`config.mk`:
```
export PLATFORM = sky130hd
export DESIGN_NAME = c8x_ctrl
export DESIGN_NICKNAME = d
export VERILOG_FILES = /design/src/hdl/c8x_pkg.sv /design/src/hdl/c8x_ctrl.sv
export VERILOG_INCLUDE_DIRS = /design/src /design/src/hdl
export SDC_FILE = /design/constraint.sdc
export NUM_CORES = 1
export LEC_CHECK = 0
export ABC_AREA = 0
export BUFFER_PORTS_ARGS = -buffer_cell sky130_fd_sc_hd__buf_4
export CAP_MARGIN = 25
export CORE_MARGIN = 3
export CORE_UTILIZATION = 55
export CTS_CLUSTER_SIZE = 40
export DETAILED_ROUTE_END_ITERATION = 7
export MAX_ROUTING_LAYER = met4
export PLACE_DENSITY = 0.9
export RECOVER_POWER = 25
export SYNTH_ARGS = -nofsm -noshare
export SYNTH_HDL_FRONTEND = slang
export SYNTH_SLANG_ARGS = --single-unit
export TNS_END_PERCENT = 30
```
`constraint.sdc`:
```
create_clock -name clk_i -period 2.1 [get_ports clk_i]
set_input_delay 0.42 -clock clk_i [delete_from_list [all_inputs] [get_ports clk_i]]
set_output_delay 0.42 -clock clk_i [all_outputs]
set_load 0.005 [all_outputs]
```
`src/hdl/chip8_instruction_executor_assert.svh`:
```
// assertion macros for the chip8 instruction executor
// no dependencies; included by c8x_ctrl, which checks its own logic
`ifndef CHIP8_INSTRUCTION_EXECUTOR_ASSERT_SVH
`define CHIP8_INSTRUCTION_EXECUTOR_ASSERT_SVH
`ifndef NO_ASSERTIONS
`define C8_ASSERT_IMP(label, clk, rst_n, ante, cons) \
  label: assert property (@(posedge clk) disable iff (!rst_n) (ante) |-> (cons)) \
    else $error("assertion failed");
`define C8_ASSERT_NXT(label, clk, rst_n, ante, cons) \
  label: assert property (@(posedge clk) disable iff (!rst_n) (ante) |=> (cons)) \
    else $error("assertion failed");
`else
`define C8_ASSERT_IMP(label, clk, rst_n, ante, cons)
`define C8_ASSERT_NXT(label, clk, rst_n, ante, cons)
`endif
`endif

```
`src/hdl/c8x_pkg.sv`:
```
// shared types, constants and font table for the chip8 instruction executor
// no dependencies
package c8x_pkg;

  localparam int unsigned RamBytesDef     = 4096;
  localparam int unsigned StackDepthDef   = 16;
  localparam int unsigned ProgramStartDef = 512;
  localparam int unsigned FontBytes       = 80;

  // datapath command codes
  typedef enum logic [3:0] {
    CMD_NONE    = 4'd0,
    CMD_LOAD    = 4'd1,
    CMD_EXEC    = 4'd2,
    CMD_BCD     = 4'd3,
    CMD_STORE   = 4'd4,
    CMD_LDADDR  = 4'd5,
    CMD_LDDATA  = 4'd6,
    CMD_FONT    = 4'd7
  } cmd_e;

  typedef struct packed {
    cmd_e       cmd;
    logic [3:0] step;
  } ctl_t;

  typedef struct packed {
    logic [3:0] x;
    logic       is_bcd;
    logic       is_store;
    logic       is_load;
    logic       is_load_act;
  } sts_t;

  function automatic logic [7:0] font_byte(input logic [6:0] a);
    logic [7:0] f;
    begin
      case (a)
        7'd0: f = 8'hF0; 7'd1: f = 8'h90; 7'd2: f = 8'h90; 7'd3: f = 8'h90;
        7'd4: f = 8'hF0; 7'd5: f = 8'h20; 7'd6: f = 8'h60; 7'd7: f = 8'h20;
        7'd8: f = 8'h20; 7'd9: f = 8'h70; 7'd10: f = 8'hF0; 7'd11: f = 8'h10;
        7'd12: f = 8'hF0; 7'd13: f = 8'h80; 7'd14: f = 8'hF0; 7'd15: f = 8'hF0;
        7'd16: f = 8'h10; 7'd17: f = 8'hF0; 7'd18: f = 8'h10; 7'd19: f = 8'hF0;
        7'd20: f = 8'h90; 7'd21: f = 8'h90; 7'd22: f = 8'hF0; 7'd23: f = 8'h10;
        7'd24: f = 8'h10; 7'd25: f = 8'hF0; 7'd26: f = 8'h80; 7'd27: f = 8'hF0;
        7'd28: f = 8'h10; 7'd29: f = 8'hF0; 7'd30: f = 8'hF0; 7'd31: f = 8'h80;
        7'd32: f = 8'hF0; 7'd33: f = 8'h90; 7'd34: f = 8'hF0; 7'd35: f = 8'hF0;
        7'd36: f = 8'h10; 7'd37: f = 8'h20; 7'd38: f = 8'h40; 7'd39: f = 8'h40;
        7'd40: f = 8'hF0; 7'd41: f = 8'h90; 7'd42: f = 8'hF0; 7'd43: f = 8'h90;
        7'd44: f = 8'hF0; 7'd45: f = 8'hF0; 7'd46: f = 8'h90; 7'd47: f = 8'hF0;
        7'd48: f = 8'h10; 7'd49: f = 8'hF0; 7'd50: f = 8'hF0; 7'd51: f = 8'h90;
        7'd52: f = 8'hF0; 7'd53: f = 8'h90; 7'd54: f = 8'h90; 7'd55: f = 8'hE0;
        7'd56: f = 8'h90; 7'd57: f = 8'hE0; 7'd58: f = 8'h90; 7'd59: f = 8'hE0;
        7'd60: f = 8'hF0; 7'd61: f = 8'h80; 7'd62: f = 8'h80; 7'd63: f = 8'h80;
        7'd64: f = 8'hF0; 7'd65: f = 8'hE0; 7'd66: f = 8'h90; 7'd67: f = 8'h90;
        7'd68: f = 8'h90; 7'd69: f = 8'hE0; 7'd70: f = 8'hF0; 7'd71: f = 8'h80;
        7'd72: f = 8'hF0; 7'd73: f = 8'h80; 7'd74: f = 8'hF0; 7'd75: f = 8'hF0;
        7'd76: f = 8'h80; 7'd77: f = 8'hF0; 7'd78: f = 8'h80; 7'd79: f = 8'h80;
        default: f = 8'h00;
      endcase
      return f;
    end
  endfunction

endpackage

```
`src/hdl/c8x_ctrl.sv`:
```
// sequencer for the chip8 instruction executor
// depends on c8x_pkg
`include "chip8_instruction_executor_assert.svh"
module c8x_ctrl import c8x_pkg::*; (
  input  logic clk_i,
  input  logic rst_ni,
  input  logic in_valid_i,
  output logic in_stall_o,
  output logic out_valid_o,
  input  logic out_stall_i,
  input  sts_t sts_i,
  output ctl_t ctl_o
);
  typedef enum logic [6:0] {
    S_FONT  = 7'b0000001,
    S_IDLE  = 7'b0000010,
    S_MULTI = 7'b0000100,
    S_LDA   = 7'b0001000,
    S_LDD   = 7'b0010000,
    S_DONE  = 7'b0100000,
    S_OUT   = 7'b1000000
  } state_e;

  state_e     state_q, state_d;
  logic [6:0] cnt_q, cnt_d;
  logic [3:0] x_q, x_d;
  logic       bcd_q, bcd_d, st_q, st_d;
  logic       accept;

  assign accept     = in_valid_i && !in_stall_o;
  assign in_stall_o = (state_q != S_IDLE);

  // next state and command
  always_comb begin
    state_d = state_q;
    cnt_d   = cnt_q;
    x_d     = x_q;
    bcd_d   = bcd_q;
    st_d    = st_q;
    ctl_o   = '{cmd: CMD_NONE, step: cnt_q[3:0]};
    case (state_q)
      S_FONT: begin
        ctl_o.cmd = CMD_FONT;
        cnt_d = cnt_q + 7'd1;
        if (cnt_q == 7'(FontBytes - 1)) state_d = S_IDLE;
      end
      S_IDLE: begin
        if (accept) begin
          cnt_d = '0;
          x_d   = sts_i.x;
          bcd_d = sts_i.is_bcd;
          st_d  = sts_i.is_store;
          if (sts_i.is_load_act) begin
            ctl_o.cmd = CMD_LOAD;
            state_d = S_OUT;
          end else begin
            ctl_o.cmd = CMD_EXEC;
            if (sts_i.is_bcd || sts_i.is_store) state_d = S_MULTI;
            else if (sts_i.is_load) state_d = S_LDA;
            else state_d = S_OUT;
          end
        end
      end
      S_MULTI: begin
        ctl_o.cmd = bcd_q ? CMD_BCD : CMD_STORE;
        cnt_d = cnt_q + 7'd1;
        if ((bcd_q && cnt_q == 7'd2) || (!bcd_q && cnt_q[3:0] == x_q)) state_d = S_OUT;
      end
      S_LDA: begin
        ctl_o.cmd = CMD_LDADDR;
        state_d = S_LDD;
      end
      S_LDD: begin
        ctl_o.cmd = CMD_LDDATA;
        if (cnt_q[3:0] == x_q) state_d = S_OUT;
        else begin
          cnt_d = cnt_q + 7'd1;
          state_d = S_LDA;
        end
      end
      S_OUT: state_d = S_DONE;
      S_DONE: if (!out_stall_i) state_d = S_IDLE;
      default: state_d = S_IDLE;
    endcase
  end

  assign out_valid_o = (state_q == S_DONE);

  always_ff @(posedge clk_i or negedge rst_ni) begin
    if (!rst_ni) begin
      state_q <= S_FONT;
      cnt_q   <= '0;
      x_q     <= '0;
      bcd_q   <= 1'b0;
      st_q    <= 1'b0;
    end else begin
      state_q <= state_d;
      cnt_q   <= cnt_d;
      x_q     <= x_d;
      bcd_q   <= bcd_d;
      st_q    <= st_d;
    end
  end

  `C8_ASSERT_IMP(a_onehot, clk_i, rst_ni, 1'b1, $onehot(state_q))
  `C8_ASSERT_NXT(a_hold, clk_i, rst_ni, out_valid_o && out_stall_i, out_valid_o)
  `C8_ASSERT_IMP(a_noacc, clk_i, rst_ni, out_valid_o, in_stall_o)
  `C8_ASSERT_IMP(a_cnt, clk_i, rst_ni, state_q == S_MULTI && bcd_q, cnt_q < 7'd3)
endmodule

```
==> key figures, run 1 <==
Global routing
  – GRT met2 Usage: 41.1%
  – First-pass GRT wire length: 5040 µm
  – Gr usage total: 25.3%
  – Vias in the first global route: 1,096
  – M3 GR Usage: 6.65%
  – Largest net degree at the start of global routing: 20
  – GRT overflow: 0
  – Initial antenna violation count: 0
  – Met1 GRT Util: 28.8%
  – Grt peak-use layer: met2

Final layout
  – Layout cells sized above 1: 36.6%
  – # diodes: 0
  – Layout area overhead: 23.3%
  – Most frequent cells in the layout: 31 x buf_4, 17 x dfrtp_1, 10 x nor2_1
  – Most common cell after layout, fill and taps aside: buf_4
  – Fin util: 75.4%
  – Final net count: 176

Timing
  – Tmin final: 2.26 ns
  – Final worst slack: -0.156 ns
  – Worst Tran Pin Value: 1.02 ns
  – RSZ-0062 raised after global routing: true
  – Slew Viols, Final: 0
  – F_max: 443 MHz
  – Fin crit share: 107%
  – Normalized max-slew margin: 32.3%
  – # setup viols final: 4
  – Final Hold Fails: 0
  – Layout Skew: 0.0107 ns

Clocking
  – Clk buf depth: 2
  – H-tree depth: 1
  – CTS Buf Count: 3
  – CTS root buffer: clkbuf_4
  – Clk_lat worst skew: 0.32 ns
  – Clock-pin slew on the worst setup and hold paths: 0.12 ns
  – CTS tree: done
  – Clock Sinks: 19

Logic synthesis
  – Largest cells by area after synthesis: dfrtp_1 36%, mux2_2 4.5%, a211o_1 3.5%
  – Yosys warns: 0
  – Post-synth net total: 147
  – Post-Synth XOR/XNOR Area: 3.48%
  – Main flop type after synthesis: dfrtp_1
  – Sequential fraction of the synthesis area: 37.8%
  – Mux share of post-synthesis cell area: 5.26%
  – #FFs+latches synth: 19
  – Avg Cell Area, Syn: 9.47 µm²
  – Cells after Synth: 133
  – Mapped Area: 1260 µm²
  – Yosys cell types: 49
  – Largest family of logic cells by synthesized area: simple AND/OR/NAND/NOR gates
  – Synth area leader: dfrtp_1
  – Adder-Cell Fraction of Synth Area: 1.99%
  – Ys async rst share: 100%
  – Post-synthesis simple-gate area fraction: 28.7%
  – Top cell type's share of synthesized area: 35.7%
  – Number of enable flip-flop cells after synthesis: 0
  – Compound-Gate Fraction of Synth Area: 16.7%

Setup path
  – WP data arrival: 1.84 ns
  – Worst Path Max Fanout: 9
  – Startpoint Class: flop
  – CP Class: reg2out
  – Setup crit end kind: primary output
  – Worst path required time: 1.68 ns

Power
  – Power density cells: 1070 nW/µm²
  – Worst IR Drop VDD: 0.922 mV
  – Tot Pwr: 1.67 mW
  – Lkg Pwr: 0.705 nW

Floorplan
  – Die area: 2900 µm²
  – Die height: 53.9 µm
  – Core area: 2060 µm²
  – Initial Util: 61.1%
  – Die W: 53.9 µm
  – # IOs: 22
  – Num rows: 16

Detailed routing
  – Vias per cell: 6.29
  – # DRC: 0
  – Vias: 1,182
  – Final wirelength: 3220 µm
  – Post-DRT Antenna Nets: 0
  – DR WL/cell: 17.1 µm
  – Iteration-0 DRC Markers: 34
  – Drt first pass iters: 4

Run status
  – Status: finished with violations
  – Failing checks: setup timing

Placement
  – DPL Wire Length: 2170 µm
  – Port buffer count: 20
  – RD Place Congestion: 0.876

Worst hold path
  – Hold/Removal Path Class: in2reg

Flow run
  – Max cap viols: 0
[area by class of cell]
cell class / count / area (µm²)
Fill cell: 139 / 508
Timing Repair Buffer: 33 / 246
Sequential cell: 19 / 478
Clock buffer: 3 / 22.5
Tap cell: 27 / 33.8
Multi-Input combinational cell: 102 / 754
Inverter: 3 / 11.3
Clock inverter: 1 / 7.51
[Yosys cell counts (2+ instances only)]
library cell and count:
a21oi_1 3, inv_1 3, nor4b_1 4, and2_1 2, a31oi_1 2, o21ai_0 4, nor3_1 5, nand3_1 4
nor2_1 10, buf_4 5, dfrtp_1 18, a21o_1 2, nor2b_1 4, and3_1 3, nor3b_1 2, nand2_1 8
xnor2_1 5, a211o_1 5, nor4_1 3, nand2b_1 3, mux2_2 5, o221ai_1 2, ha_1 2, or2_2 2
or3_1 2, clkbuf_1 2
[critical path, stage by stage, from the launching register on]
cell	delay, ns
dfrtp_1	0.41
buf_4	0.18
nor3_2	0.27
nor2b_2	0.21
and2_1	0.16
nor2_1	0.06
o21ai_1	0.09
buf_4	0.13
[metal layers]
layer / vias up / share of wire, %
met4: 0 / 3.7
met2: 57 / 50
li1: 546 / -
met3: 15 / 6.5
met5: - / 0
met1: 564 / 40
[final timing paths]
check / start / endpoint / slack [ns] / cells past startpoint
max: state_q[5] / ctl_o[6] / -0.16 / 7
min: sts_i[7] / x_q[3] / 0.33 / 2
max reg2reg: state_q[6] / cnt_q[4] / 0.11 / 7
min reg2reg: x_q[1] / x_q[1] / 0.54 / 1
max in group asynchronous: rst_ni / state_q[3] / 0.64 / 2
min in group asynchronous: rst_ni / state_q[4] / 0.77 / 2
[sequential cells by signal, summed over array words and instances (netlist names)]
signal / count
bcd_q: 1
state_q: 7
x_q: 4
cnt_q: 7
[where the power goes]
group / internal (mW) / leakage (nW) / switching (mW)
clock: 0.0730 / 0.0139 / 0.130
combinational: 0.469 / 0.446 / 0.442
sequential: 0.456 / 0.244 / 0.0967
total: 0.997 / 0.705 / 0.669
[repair_timing]
action                                  4_1_cts  5_1_grt
pin swaps                                     3        2
setup buffers                                 4        1
resized for setup                             6        8
hold buffers                                  1        0
endpoints found under the hold margin        18        0
endpoints found under the setup margin        4        9
[per-stage QoR]
stage               instance area (µm²)  setup slack (ns)  hold slack, ns  cells  setup TNS [ns]
floorplan                          1260             0.211           0.124    133               0
global placement                   1440             0.152           0.305    178               0
detailed placement                 1440            0.0698           0.308    178               0
CTS                                1530            -0.174           0.307    187          -0.584
global route                       1550            -0.246           0.315    188          -0.755
finish                             1550            -0.156           0.328    188          -0.454
[logic make-up after synthesis]
logic type | Yosys count
XOR/XNOR | 5
adder cells (fa/ha/maj) | 2
buffers and inverters | 12
multiplexers | 6
AND/OR/NAND/NOR | 61
other | 1
flip-flops | 19
AO/OA/AOI/OAI | 27
Note: power is estimated with default switching activity, not from simulation.
==> run 2: changes to the inputs <==
- CAP_MARGIN: 25 -> 15
- CORE_ASPECT_RATIO: unset -> 0.75
- TNS_END_PERCENT: 30 -> unset
==> run 2 against run 1 <==
  * First-iteration DRC count increased by 47%
  * The flow still finishes with violations (setup timing)
  * Sequential power increased by 2%
  * Critical path depth decreased by 2
  * Via count decreased by 4.3%
  * Count of clock-buffer cells in the layout unchanged
  * Sequential share of layout area increased by 0.20 points
==> key figures, run 2 (synthesis gave the netlist of run 1 again) <==
Clocking
  – CTS root buffer: clkbuf_4
  – Clk buf depth: 2 (unchanged)
  – Clock Sinks: 19 (unchanged)
  – Clk_lat worst skew: 0.31 ns (about the same)
  – CTS Buf Count: 3 (unchanged)
  – CTS tree: done
  – H-tree depth: 1 (unchanged)
  – Clock-pin slew on the worst setup and hold paths: 0.11 ns (about the same)

Placement
  – DPL Wire Length: 2220 µm (+2.3%)
  – RD Place Congestion: 0.939 (+7.2%)
  – Pre-CTS setup slack: 0.0910 ns (+0.0212 ns)
  – Port buffer count: 20 (unchanged)

Setup path
  – Critical path's top delay family: simple AND/OR/NAND/NOR gates
  – Worst Path Max Fanout: 3 (-6)
  – Crit-path cells: or4_4 > nor3_4 > a21oi_2 > o21ai_1 > buf_4
  – R2r startpoint: state_q[6]
  – Setup crit end kind: primary output
  – CP bufs+invs: 1 (-1)
  – Startpoint Class: flop
  – Max incr delay on CP: 0.56 ns (+0.15 ns)
  – Max stage delay cell, worst path: or4_4
  – Crit path launch: state_q[6]
  – Worst R2R Setup Slack: 0.08 ns (-0.03 ns)
  – Worst path required time: 1.68 ns (about the same)
  – WP data arrival: 1.83 ns (about the same)
  – CP Class: reg2out

Timing
  – Tmin final: 2.25 ns (-0.00742 ns)
  – Slew Viols, Final: 0 (unchanged)
  – Worst Tran Pin Value: 0.982 ns (-0.0331 ns)
  – Final Hold Fails: 0 (unchanged)
  – RSZ-0062 raised after global routing: true
  – F_max: 445 MHz (+0.33%)
  – Layout Skew: 0.00815 ns (-0.00258 ns)
  – Fin crit share: 107% (-0.35 points)
  – # setup viols final: 3 (-1)
  – Final worst slack: -0.149 ns (+0.00742 ns)
  – Normalized max-slew margin: 34.5% (+2.2 points)

Floorplan
  – Core area: 2080 µm² (+1.1%)
  – Die W: 61.3 µm (+14%)
  – Die height: 47.5 µm (-12%)
  – Die area: 2910 µm² (+0.21%)
  – # IOs: 22 (unchanged)
  – Num rows: 14 (-2)
  – Initial Util: 60.4% (-0.66 points)

Global routing
  – GRT overflow: 0 (unchanged)
  – Initial antenna violation count: 0 (unchanged)
  – Gr usage total: 22.4% (-2.9 points)
  – Largest net degree at the start of global routing: 20 (unchanged)
  – Vias in the first global route: 1,015 (-7.4%)
  – First-pass GRT wire length: 4510 µm (-11%)

Power
  – Lkg Pwr: 0.691 nW (-1.9%)
  – Clk pwr share: 12.2% (about the same)
  – Internal: 0.944 mW (-5.4%)
  – Reg power frac: 35.7% (+2.5 points)
  – Switching share of power: 40.2% (+0.096 points)
  – Worst IR Drop VDD: 0.796 mV (-14%)
  – Tot Pwr: 1.58 mW (-5.3%)
  – Sw Pwr: 0.635 mW (-5.0%)
  – Power density cells: 1020 nW/µm² (-4.6%)
  – Logic pwr share: 52.1% (-2.6 points)

Detailed routing
  – Post-DRT Antenna Nets: 0 (unchanged)
  – Final wirelength: 2920 µm (-9.3%)
  – Vias: 1,131 (-4.3%)
  – # DRC: 0 (unchanged)
  – DR WL/cell: 16.0 µm (-6.9%)
  – Vias per cell: 6.18 (-1.7%)
  – Iteration-0 DRC Markers: 50 (+47%)
  – Drt first pass iters: 4 (unchanged)

Run status
  – Failing checks: setup timing
  – Status: finished with violations

Final layout
  – Layout cells sized above 1: 35.8% (-0.80 points)
  – Most common cell after layout, fill and taps aside: buf_4
  – Most frequent cells in the layout: 29 x buf_4, 17 x dfrtp_1, 10 x nor2_1
  – Final net count: 174 (-1.1%)
  – # fillers: 140 (+0.72%)
  – Layout area overhead: 22.5%
  – Top Registers: cnt_q: 7 flops, state_q: 7 flops, x_q: 4 flops
  – # diodes: 0 (unchanged)

Worst hold path
  – Hold/Removal Path Class: in2reg
  – Min-delay src: sts_i[0]

Flow run
  – Max cap viols: 0 (unchanged)
==> run 2: layout make-up <==
cell class | instances | area [µm²] | area share [%]
Multi-Input combinational cell | 102 | 763 | 49.4
Timing Repair Buffer | 31 | 231 | 15.0
Inverter | 3 | 11.3 | 0.729
Clock inverter | 1 | 7.51 | 0.486
Clock buffer | 3 | 22.5 | 1.46
Sequential cell | 19 | 478 | 31.0
Tap cell | 24 | 30.0 | 1.94
==> run 2: layer usage <==
layer	track usage [%]	part of all wire (%)	up-vias
met5	-	0	-
met4	6.93	0.82	0
met3	5.66	8.8	4
met2	34.0	47	52
met1	29.7	43	536
li1	-	-	539
==> run 2: final timing paths <==
path,depth (start not counted),endpoint
worst max-delay path,5,ctl_o[5]
worst min-delay path,2,state_q[2]
worst max register to register,6,cnt_q[5]
worst min register to register,1,x_q[3]
max in group asynchronous,2,state_q[6]
min in group asynchronous,2,state_q[5]
==> run 2: per-stage QoR <==
step	hold WS (ns)	instance area, µm²	instances	setup TNS (ns)	util [%]
detailed placement	0.307	1430	175	0	68.7
global route	0.302	1540	183	-0.733	74.1
global placement	0.305	1430	175	0	68.7
finish	0.329	1540	183	-0.371	74.1
CTS	0.320	1510	183	-0.418	72.5
floorplan	0.124	1260	133	0	-
==> run 2: what timing repair did <==
action / CTS / global route
setup endpoints to repair: 4 / 9
resized for setup: 6 / 6
pin swaps: 3 / 7
hold buffers: 1 / 0
setup buffers: 3 / 0
endpoints found under the hold margin: 18 / 0
==> run 2: worst reg2reg max path, delay by kind of cell, from the launching register on <==
| family | cells | cell delay, ns |
|---|---|---|
| AOI/OAI and AO/OA | 2 | 0.50 |
| buffers and inverters | 1 | 0.15 |
| DFF | 1 | 0.44 |
| and+or+nand+nor | 3 | 0.82 |
==> run 2: power groups by stage <==
stage                     combinational (mW)  sequential (mW)  clock, mW
after CTS                              0.803            0.560      0.198
after global routing                   0.895            0.576      0.216
after floorplan                        0.530            0.537          0
final                                  0.822            0.564      0.192
after detailed placement               0.752            0.570          0
after global placement                 0.733            0.557          0
